===== config.mk =====
export PLATFORM = sky130hd
export DESIGN_NAME = occluded_span_run_emitter
export DESIGN_NICKNAME = d
export VERILOG_FILES = /design/src/design/osre_pkg.sv /design/src/design/osre_win_table.sv /design/src/design/osre_seq.sv /design/src/design/occluded_span_run_emitter.sv
export SDC_FILE = /design/constraint.sdc
export NUM_CORES = 2
export LEC_CHECK = 0
export BUFFER_PORTS_ARGS = -buffer_cell sky130_fd_sc_hd__buf_2
export CORE_ASPECT_RATIO = 2
export CORE_MARGIN = 3
export CORE_UTILIZATION = 58
export CTS_CLUSTER_DIAMETER = 100
export DETAILED_ROUTE_END_ITERATION = 8
export PLACE_DENSITY_LB_ADDON = 0.12
export SLEW_MARGIN = 0
export SYNTH_ARGS = -nofsm -noshare
export SYNTH_HDL_FRONTEND = slang
export SYNTH_SLANG_ARGS = --single-unit

===== constraint.sdc =====
create_clock -name clk -period 8.9 [get_ports clk]
set_clock_uncertainty 0.1 [all_clocks]
set_input_delay 0.445 -clock clk [delete_from_list [all_inputs] [get_ports clk]]
set_output_delay 0.445 -clock clk [all_outputs]
set_load 0.02 [all_outputs]

===== src/design/osre_pkg.sv =====
// ----------------------------------------------------------------------------
// osre_pkg
// Shared types and constants of the occluded span run emitter.
// ----------------------------------------------------------------------------
`default_nettype none

package osre_pkg;

  localparam int WIN_SLOTS  = 16;
  localparam int WIN_IDX_W  = $clog2(WIN_SLOTS);
  localparam int SLOT_W     = 4;
  localparam int COORD_W    = 16;
  localparam int SUM_W      = COORD_W + 1;
  localparam int PAINT_W    = 32;
  localparam int ACTION_W   = 2;
  localparam int CFG_IDX_W  = 2;

  localparam int IN_DATA_W  = 120;
  localparam int OUT_DATA_W = 88;

  localparam logic [ACTION_W-1:0] ACT_WRITE = 2'd0;
  localparam logic [ACTION_W-1:0] ACT_HSPAN = 2'd1;
  localparam logic [ACTION_W-1:0] ACT_VSPAN = 2'd2;

  localparam logic [CFG_IDX_W-1:0] CFG_SCREEN_W = 2'd0;
  localparam logic [CFG_IDX_W-1:0] CFG_SCREEN_H = 2'd1;

  localparam logic [COORD_W-1:0] SCREEN_W_RST = 16'd1024;
  localparam logic [COORD_W-1:0] SCREEN_H_RST = 16'd768;

  typedef struct packed {
    logic [ACTION_W-1:0] action;
    logic [SLOT_W-1:0]   slot;
    logic                active;
    logic [COORD_W-1:0]  pos_x;
    logic [COORD_W-1:0]  pos_y;
    logic [COORD_W-1:0]  rect_width;
    logic [COORD_W-1:0]  rect_height;
    logic [COORD_W-1:0]  span_len;
    logic [PAINT_W-1:0]  paint;
  } in_item_t;

  // window table write
  typedef struct packed {
    logic               en;
    logic [SLOT_W-1:0]  slot;
    logic               active;
    logic [COORD_W-1:0] x;
    logic [COORD_W-1:0] y;
    logic [COORD_W-1:0] w;
    logic [COORD_W-1:0] h;
  } win_wr_t;

  // one pixel coverage query
  typedef struct packed {
    logic [SLOT_W-1:0]  slot;
    logic               vert;
    logic [COORD_W-1:0] fixed;
    logic [SUM_W-1:0]   pos;
  } cov_qry_t;

  typedef enum logic [1:0] {
    ST_IDLE = 2'b01,
    ST_SCAN = 2'b10
  } seq_state_t;

endpackage

`default_nettype wire


===== src/design/osre_win_table.sv =====
// ----------------------------------------------------------------------------
// osre_win_table
// Window slot table and the pixel coverage tester run against all higher slots.
// ----------------------------------------------------------------------------
`default_nettype none

module osre_win_table (
  input  wire                   clk,
  input  wire                   rst_n,
  input  osre_pkg::win_wr_t     wr,
  input  osre_pkg::cov_qry_t    qry,
  output logic                  covered
);
  import osre_pkg::*;

  logic [COORD_W-1:0] x_r  [WIN_SLOTS];
  logic [COORD_W-1:0] y_r  [WIN_SLOTS];
  logic [SUM_W-1:0]   xe_r [WIN_SLOTS];
  logic [SUM_W-1:0]   ye_r [WIN_SLOTS];
  logic [WIN_SLOTS-1:0] live_r;

  logic [WIN_SLOTS-1:0] hit;
  logic                 wr_ok;

  assign wr_ok = wr.en && (int'(wr.slot) < WIN_SLOTS);

  always_ff @(posedge clk) begin
    if (!rst_n) begin
      live_r <= '0;
    end else if (wr_ok) begin
      // empty or inactive windows hide nothing
      live_r[wr.slot[WIN_IDX_W-1:0]] <= wr.active && (wr.w != '0) && (wr.h != '0);
    end
  end

  always_ff @(posedge clk) begin
    if (wr_ok) begin
      x_r[wr.slot[WIN_IDX_W-1:0]]  <= wr.x;
      y_r[wr.slot[WIN_IDX_W-1:0]]  <= wr.y;
      xe_r[wr.slot[WIN_IDX_W-1:0]] <= {1'b0, wr.x} + {1'b0, wr.w};
      ye_r[wr.slot[WIN_IDX_W-1:0]] <= {1'b0, wr.y} + {1'b0, wr.h};
    end
  end

  always_comb begin
    logic [SUM_W-1:0] fx;
    logic             in_x;
    logic             in_y;
    fx = {1'b0, qry.fixed};
    for (int j = 0; j < WIN_SLOTS; j++) begin
      if (qry.vert) begin
        in_x = (fx >= {1'b0, x_r[j]}) && (fx < xe_r[j]);
        in_y = (qry.pos >= {1'b0, y_r[j]}) && (qry.pos < ye_r[j]);
      end else begin
        in_x = (qry.pos >= {1'b0, x_r[j]}) && (qry.pos < xe_r[j]);
        in_y = (fx >= {1'b0, y_r[j]}) && (fx < ye_r[j]);
      end
      hit[j] = live_r[j] && (j > int'(qry.slot)) && in_x && in_y;
    end
  end

  assign covered = |hit;

endmodule

`default_nettype wire


===== src/design/osre_seq.sv =====
// ----------------------------------------------------------------------------
// osre_seq
// Span sequencer: walks a span one pixel a cycle, unless the output stalls, and collects visible runs.
// ----------------------------------------------------------------------------
`default_nettype none

module osre_seq (
  input  wire                        clk,
  input  wire                        rst_n,
  input  wire                        in_valid,
  output logic                       in_ready,
  input  osre_pkg::in_item_t         item,
  input  wire [osre_pkg::COORD_W-1:0] screen_w,
  input  wire [osre_pkg::COORD_W-1:0] screen_h,
  output osre_pkg::win_wr_t          wr,
  output osre_pkg::cov_qry_t         qry,
  input  wire                        covered,
  output logic                       out_valid,
  input  wire                        out_ready,
  output logic [osre_pkg::SUM_W-1:0]   out_x,
  output logic [osre_pkg::SUM_W-1:0]   out_y,
  output logic [osre_pkg::COORD_W-1:0] out_len,
  output logic                         out_vert,
  output logic [osre_pkg::PAINT_W-1:0] out_paint,
  output logic                         out_last
);
  import osre_pkg::*;

  seq_state_t          state_r, state_nxt;
  logic [SUM_W-1:0]    cur_r, cur_nxt;
  logic [SUM_W-1:0]    end_r, end_nxt;
  logic                vert_r, vert_nxt;
  logic [COORD_W-1:0]  fixed_r, fixed_nxt;
  logic [SLOT_W-1:0]   slot_r, slot_nxt;
  logic [PAINT_W-1:0]  paint_r, paint_nxt;
  logic                run_v_r, run_v_nxt;
  logic                run_open_r, run_open_nxt;
  logic [SUM_W-1:0]    run_start_r, run_start_nxt;
  logic [COORD_W-1:0]  run_len_r, run_len_nxt;
  logic                out_valid_r, out_valid_nxt;
  logic [SUM_W-1:0]    out_x_r, out_y_r;
  logic [COORD_W-1:0]  out_len_r;
  logic                out_vert_r, out_last_r;
  logic [PAINT_W-1:0]  out_paint_r;

  logic acc, span_ok, at_end, free, emit, emit_last;

  assign in_ready = (state_r == ST_IDLE);
  assign acc      = in_valid && in_ready;
  assign free     = !out_valid_r || out_ready;
  assign at_end   = (cur_r == end_r);

  assign span_ok = (item.span_len != '0) &&
                   (((item.action == ACT_HSPAN) && (item.pos_y < screen_h)) ||
                    ((item.action == ACT_VSPAN) && (item.pos_x < screen_w)));

  always_comb begin
    wr.en     = acc && (item.action == ACT_WRITE);
    wr.slot   = item.slot;
    wr.active = item.active;
    wr.x      = item.pos_x;
    wr.y      = item.pos_y;
    wr.w      = item.rect_width;
    wr.h      = item.rect_height;
  end

  always_comb begin
    qry.slot  = slot_r;
    qry.vert  = vert_r;
    qry.fixed = fixed_r;
    qry.pos   = cur_r;
  end

  always_comb begin
    state_nxt     = state_r;
    cur_nxt       = cur_r;
    end_nxt       = end_r;
    vert_nxt      = vert_r;
    fixed_nxt     = fixed_r;
    slot_nxt      = slot_r;
    paint_nxt     = paint_r;
    run_v_nxt     = run_v_r;
    run_open_nxt  = run_open_r;
    run_start_nxt = run_start_r;
    run_len_nxt   = run_len_r;
    emit          = 1'b0;
    emit_last     = 1'b0;
    unique case (state_r)
      ST_IDLE: begin
        if (acc && span_ok) begin
          vert_nxt     = (item.action == ACT_VSPAN);
          fixed_nxt    = (item.action == ACT_VSPAN) ? item.pos_x : item.pos_y;
          cur_nxt      = {1'b0, (item.action == ACT_VSPAN) ? item.pos_y : item.pos_x};
          end_nxt      = {1'b0, (item.action == ACT_VSPAN) ? item.pos_y : item.pos_x} +
                         {1'b0, item.span_len};
          slot_nxt     = item.slot;
          paint_nxt    = item.paint;
          run_v_nxt    = 1'b0;
          run_open_nxt = 1'b0;
          state_nxt    = ST_SCAN;
        end
      end
      ST_SCAN: begin
        if (at_end) begin
          if (!run_v_r) begin
            state_nxt = ST_IDLE;
          end else if (free) begin
            emit      = 1'b1;
            emit_last = 1'b1;
            run_v_nxt = 1'b0;
            state_nxt = ST_IDLE;
          end
        end else if (covered) begin
          run_open_nxt = 1'b0;
          cur_nxt      = cur_r + SUM_W'(1);
        end else if (run_v_r && run_open_r) begin
          run_len_nxt = run_len_r + COORD_W'(1);
          cur_nxt     = cur_r + SUM_W'(1);
        end else if (!run_v_r || free) begin
          // a closed run goes out once another visible pixel follows, or at the span end
          emit          = run_v_r;
          run_v_nxt     = 1'b1;
          run_open_nxt  = 1'b1;
          run_start_nxt = cur_r;
          run_len_nxt   = COORD_W'(1);
          cur_nxt       = cur_r + SUM_W'(1);
        end
      end
      default: begin
        state_nxt = ST_IDLE;
      end
    endcase
  end

  always_comb begin
    out_valid_nxt = out_valid_r;
    if (emit) begin
      out_valid_nxt = 1'b1;
    end else if (out_ready) begin
      out_valid_nxt = 1'b0;
    end
  end

  always_ff @(posedge clk) begin
    if (!rst_n) begin
      state_r     <= ST_IDLE;
      run_v_r     <= 1'b0;
      run_open_r  <= 1'b0;
      out_valid_r <= 1'b0;
    end else begin
      state_r     <= state_nxt;
      run_v_r     <= run_v_nxt;
      run_open_r  <= run_open_nxt;
      out_valid_r <= out_valid_nxt;
    end
  end

  always_ff @(posedge clk) begin
    cur_r       <= cur_nxt;
    end_r       <= end_nxt;
    vert_r      <= vert_nxt;
    fixed_r     <= fixed_nxt;
    slot_r      <= slot_nxt;
    paint_r     <= paint_nxt;
    run_start_r <= run_start_nxt;
    run_len_r   <= run_len_nxt;
    if (emit) begin
      out_x_r     <= vert_r ? {1'b0, fixed_r} : run_start_r;
      out_y_r     <= vert_r ? run_start_r : {1'b0, fixed_r};
      out_len_r   <= run_len_r;
      out_vert_r  <= vert_r;
      out_paint_r <= paint_r;
      out_last_r  <= emit_last;
    end
  end

  assign out_valid = out_valid_r;
  assign out_x     = out_x_r;
  assign out_y     = out_y_r;
  assign out_len   = out_len_r;
  assign out_vert  = out_vert_r;
  assign out_paint = out_paint_r;
  assign out_last  = out_last_r;

endmodule

`default_nettype wire


===== src/design/occluded_span_run_emitter.sv =====
// ----------------------------------------------------------------------------
// occluded_span_run_emitter
// Clips horizontal and vertical spans against a stack of window rectangles.
// ----------------------------------------------------------------------------
// A write word loads one window slot. A span word walks its pixels one per
// cycle unless the result side stalls, each pixel tested at once against every
// active window in a higher slot, and holds the input until its walk ends.
// Visible runs come out in order along the span, the final one with tlast. A
// dropped or empty span produces nothing and leaves the input ready; a fully
// hidden span produces nothing but still walks all of its pixels. The screen
// size registers are written through the cfg port while idle: the user must
// keep to this, as the block itself does not enforce it.
`default_nettype none

module occluded_span_run_emitter (
  input  wire                                clk,
  input  wire                                rst_n,
  // action
  input  wire [osre_pkg::ACTION_W-1:0]       in_tuser,
  // slot, active, pos_x, pos_y, rect_width, rect_height, span_len, paint, pad
  input  wire [osre_pkg::IN_DATA_W-1:0]      in_tdata,
  input  wire                                in_tvalid,
  output logic                               in_tready,
  // run_x, run_y, run_len, run_paint, pad
  output logic [osre_pkg::OUT_DATA_W-1:0]    out_tdata,
  // vertical
  output logic                               out_tuser,
  output logic                               out_tlast,
  output logic                               out_tvalid,
  input  wire                                out_tready,
  input  wire                                cfg_valid,
  output logic                               cfg_ready,
  input  wire [osre_pkg::CFG_IDX_W-1:0]      cfg_index,
  input  wire [osre_pkg::COORD_W-1:0]        cfg_data
);
  import osre_pkg::*;

  in_item_t           item;
  win_wr_t            wr;
  cov_qry_t           qry;
  logic               covered;
  logic [COORD_W-1:0] screen_w_r, screen_h_r;
  logic [SUM_W-1:0]   run_x, run_y;
  logic [COORD_W-1:0] run_len;
  logic [PAINT_W-1:0] run_paint;

  always_comb begin
    item.action      = in_tuser;
    item.slot        = in_tdata[3:0];
    item.active      = in_tdata[4];
    item.pos_x       = in_tdata[20:5];
    item.pos_y       = in_tdata[36:21];
    item.rect_width  = in_tdata[52:37];
    item.rect_height = in_tdata[68:53];
    item.span_len    = in_tdata[84:69];
    item.paint       = in_tdata[116:85];
  end

  assign cfg_ready = 1'b1;

  always_ff @(posedge clk) begin
    if (!rst_n) begin
      screen_w_r <= SCREEN_W_RST;
      screen_h_r <= SCREEN_H_RST;
    end else if (cfg_valid) begin
      unique case (cfg_index)
        CFG_SCREEN_W: screen_w_r <= cfg_data;
        CFG_SCREEN_H: screen_h_r <= cfg_data;
        default: begin
        end
      endcase
    end
  end

  osre_win_table u_table (
    .clk     (clk),
    .rst_n   (rst_n),
    .wr      (wr),
    .qry     (qry),
    .covered (covered)
  );

  osre_seq u_seq (
    .clk       (clk),
    .rst_n     (rst_n),
    .in_valid  (in_tvalid),
    .in_ready  (in_tready),
    .item      (item),
    .screen_w  (screen_w_r),
    .screen_h  (screen_h_r),
    .wr        (wr),
    .qry       (qry),
    .covered   (covered),
    .out_valid (out_tvalid),
    .out_ready (out_tready),
    .out_x     (run_x),
    .out_y     (run_y),
    .out_len   (run_len),
    .out_vert  (out_tuser),
    .out_paint (run_paint),
    .out_last  (out_tlast)
  );

  assign out_tdata = {6'd0, run_paint, run_len, run_y, run_x};

endmodule

`default_nettype wire

==> results.tsv <==
stage	metric	value	unit
drt	antenna_left	0	
floorplanning	die_area	153000	sq um
critical_path	crit_path_frequent_cell	buf_4	
floorplanning	initial_utilization	58.4	%
critical_path	path_cells	buf_4, inv_2, buf_4, ha_1, nand2b_1, a211oi_1, o21ai_0, a221oi_1, o21ai_0, a32o_1, o41ai_2, o41ai_1, nor4_2, nand4_2, buf_4, o22ai_4, buf_4	
sta	drv_slew	0	
critical_path	worstSetupPathType	register to register	
hold_path	min_path_type	primary input to register	
drt	met3_length	27.0	mm
drt	wl_per_cell	29.6	um
sta	finalCriticalPeriod	6.25	ns
critical_path	cp_max_fo	29	
clock_network	hold_buffers	55	
critical_path	end_kind	register	
sta	fmax	0.160	GHz
critical_path	r2r_cells	17	
clock_network	root_buffer	clkbuf_16	
critical_path	reg2reg_slack	2.65	ns
synth	ys.flop_type	edfxtp_1	
drt	drt-pass1-iter-count	6	
critical_path	worstPathArrival	6.58	ns
power	powerDensity	219	nW/um^2
floorplanning	io_pins	238	
power	power	0.0210	W
clock_network	clk_pin_slew	0.07	ns
floorplanning	die_width	278	um
critical_path	crit_family	compound AO/OA/AOI/OAI gates	
grt	grt_max_degree	71	
grt	grt_usage	39.1	%
sta	setup_violations	0	
finish	final_layout_size_suffix_gt1_share	8.80	%
clock_network	ctsLongestPathBuffers	3	
clock_network	clock_latency	0.77	ns
clock_network	cts_resized	0	
place	port_buffers	227	
synth	synth_seq_cells	1246	
synth	async_flop_share	0	%
grt	first_global_vias	68300	
grt	grt_overflow	0	
drt	drt_wl_total	304	mm
run_status	outcome	complete, but fails checks	
drt	top_layer_used	met5	
synth	synth_edf_count	1194	
critical_path	crit_start	u_seq.cur_r[0]	
synth	syn_inst	7689	
clock_network	cts_inserted_buffers	118	
floorplanning	rows	199	
clock_network	cts.sinks	1246	
critical_path	cp.depth	17	
critical_path	slowest_delay	0.59	ns
place	place_area	91300	sq um
drt	via_count	67400	
power	p_leak	42.9	nW
clock_network	cts_tree	yes	
sta	period_share	70.3	%
drt	wl_met2	140	mm
place	hpwl	204	mm
critical_path	cp-start-kind	register	
synth	synth-xor-area-share	0.836	%
sta	slew_headroom	1.35	%
synth	syn_area_per_cell	11.2	sq um
synth	yosys.cell_types.count	80	
finish	fin_nets	10400	
sta	rsz0062_at_grt	false	
drt	routedLengthMet1	104	mm
place	place.gp.congestion	0.971	
grt	antenna_found_initial	20	
floorplanning	dieHeight	550	um
synth	yosysWarnings	0	
sta	tightest_slew	1.46	ns
power	ir_drop	0.245	mV
flow_run	cap_viol_max_count	1	
critical_path	critPathRequiredTime	9.22	ns
synth	synth-compound-area-share	13.4	%
sta	hold_violations	0	
sta	setup-tns-final	0	ns
synth	yosys-mux-area-fraction	0.860	%
synth	ys_seq_area_share	43.0	%
synth	yosys.area_share.adder	28.8	%
drt	vias_per_cell	6.57	
critical_path	worstReg2RegEnd	u_seq.out_paint[13]	
synth	synth_top_family_by_area	adder cells	
synth	synth-simple-area-share	8.25	%
drt	post-route-drc-count	0	
finish	area.growth.synth_to_final	11.8	%
synth	syn_area	85900	sq um
drt	detail_route.iter0.violations	6305	
clock_network	h-tree-depth	3	
grt	grt_pass1_wl	433	mm
finish	utilization	65.3	%
critical_path	cp_num_buf_inv	5	
critical_path	endpoint	u_seq.out_paint[13]	
floorplanning	core_area	147000	sq um
clock_network	post-cts-setup-buffer-count	0	
finish	design_area	96000	sq um
critical_path	crit-reg2reg-launch	u_seq.cur_r[0]	
critical_path	cp_slowest_cell	inv_2	
run_status	violations	capacitance limit	
[synthesized netlist by cell type (92+ instances only)]
master	number	share of area [%]
ha_1	1972	29
edfxtp_1	1194	42
inv_1	1036	4.5
a21oi_1	583	3.4
o21ai_0	411	2.4
nand2_1	332	1.5
nor2_1	276	1.2
a21o_1	231	2.0
nand4_1	194	1.4
a211oi_1	158	1.4
nand3_1	135	0.79
nor3_1	113	0.66
nor2b_1	92	0.67
[sequential cells by signal (all words and copies together), names as in the netlist, 32 cells and up]
signal	cells
u_seq.out_paint	32
u_seq.paint_r	32
u_table.x_r	240
u_table.xe_r	255
u_table.y_r	240
u_table.ye_r	255
[metrics by stage]
stage / cells / setup slack [ns] / hold slack [ns]
after floorplan: 7694 / 0.114 / 0.300
after global placement: 9975 / 2.87 / 0.301
after detailed placement: 9975 / 2.84 / 0.305
after CTS: 10200 / 2.83 / 0.0495
after global routing: 10300 / 2.42 / 0.102
final: 10300 / 2.65 / 0.0682
[power breakdown]
part / leakage, nW / switching, W / internal [W]
combinational: 29.8 / 0.00573 / 0.00290
clock: 1.95 / 0.00242 / 0.00300
sequential: 11.2 / 0.000220 / 0.00671
total: 42.9 / 0.00837 / 0.0126
[worst min-delay path by stage]
stage / from / endpoint / slack (ns) / cells after the start
after floorplan: u_seq.paint_r[0] / u_seq.out_paint[0] / 0.30 / 0
after global placement: u_seq.paint_r[11] / u_seq.out_paint[11] / 0.30 / 0
after detailed placement: u_seq.paint_r[11] / u_seq.out_paint[11] / 0.30 / 0
after CTS: in_tdata[84] / u_seq.end_r[16] / 0.05 / 4
after global routing: in_tdata[35] / u_table.y_r[9][14] / 0.10 / 2
final: in_tdata[84] / u_seq.end_r[16] / 0.07 / 4
[cells by family (layout without fill, tap and decap cells)]
kind of cell	count (synthesis)	after routing
AND/OR/NAND/NOR	1402	1402
XOR/XNOR	82	82
other	2	22
adder cells (fa/ha/maj)	1975	1975
AO/OA/AOI/OAI	1823	1823
multiplexers	66	66
buffers and inverters	1093	1737
flip-flops	1246	1246
[placed cells by master (no fill, tap or decap), types with 178 or more instances in the layout]
cell | Yosys | layout
ha_1 | 1972 | 1972
edfxtp_1 | 1194 | 1194
inv_1 | 1036 | 1033
a21oi_1 | 583 | 583
o21ai_0 | 411 | 408
nand2_1 | 332 | 332
nor2_1 | 276 | 262
a21o_1 | 231 | 231
buf_2 | 5 | 227
nand4_1 | 194 | 194
buf_4 | 7 | 178
[layout make-up]
| type | instances | area [sq um] |
|---|---|---|
| fillers | 11500 | 50900 |
| multi-input cells | 5355 | 45200 |
| flip-flops and latches | 1246 | 36900 |
| inverters | 1036 | 3890 |
| repair buffers | 484 | 3500 |
| clock buffers | 143 | 3280 |
| well taps | 1909 | 2390 |
| clock inverters | 74 | 791 |
| diodes | 15 | 37.5 |
[per-layer routing]
| metal | GRT usage [%] | vias to the layer above |
|---|---|---|
| met2 | 64.9 | 3502 |
| met5 | 0 | - |
| met3 | 7.55 | 1332 |
| li1 | - | 30100 |
| met1 | 42.6 | 32500 |
| met4 | 35.0 | 10 |
[tightest hold or removal path, stage by stage]
cell     delay, ns
buf_2         0.11
ha_1          0.14
a21oi_1       0.03
o21ai_0       0.07
No activity file was read; power rests on OpenSTA's default activity.
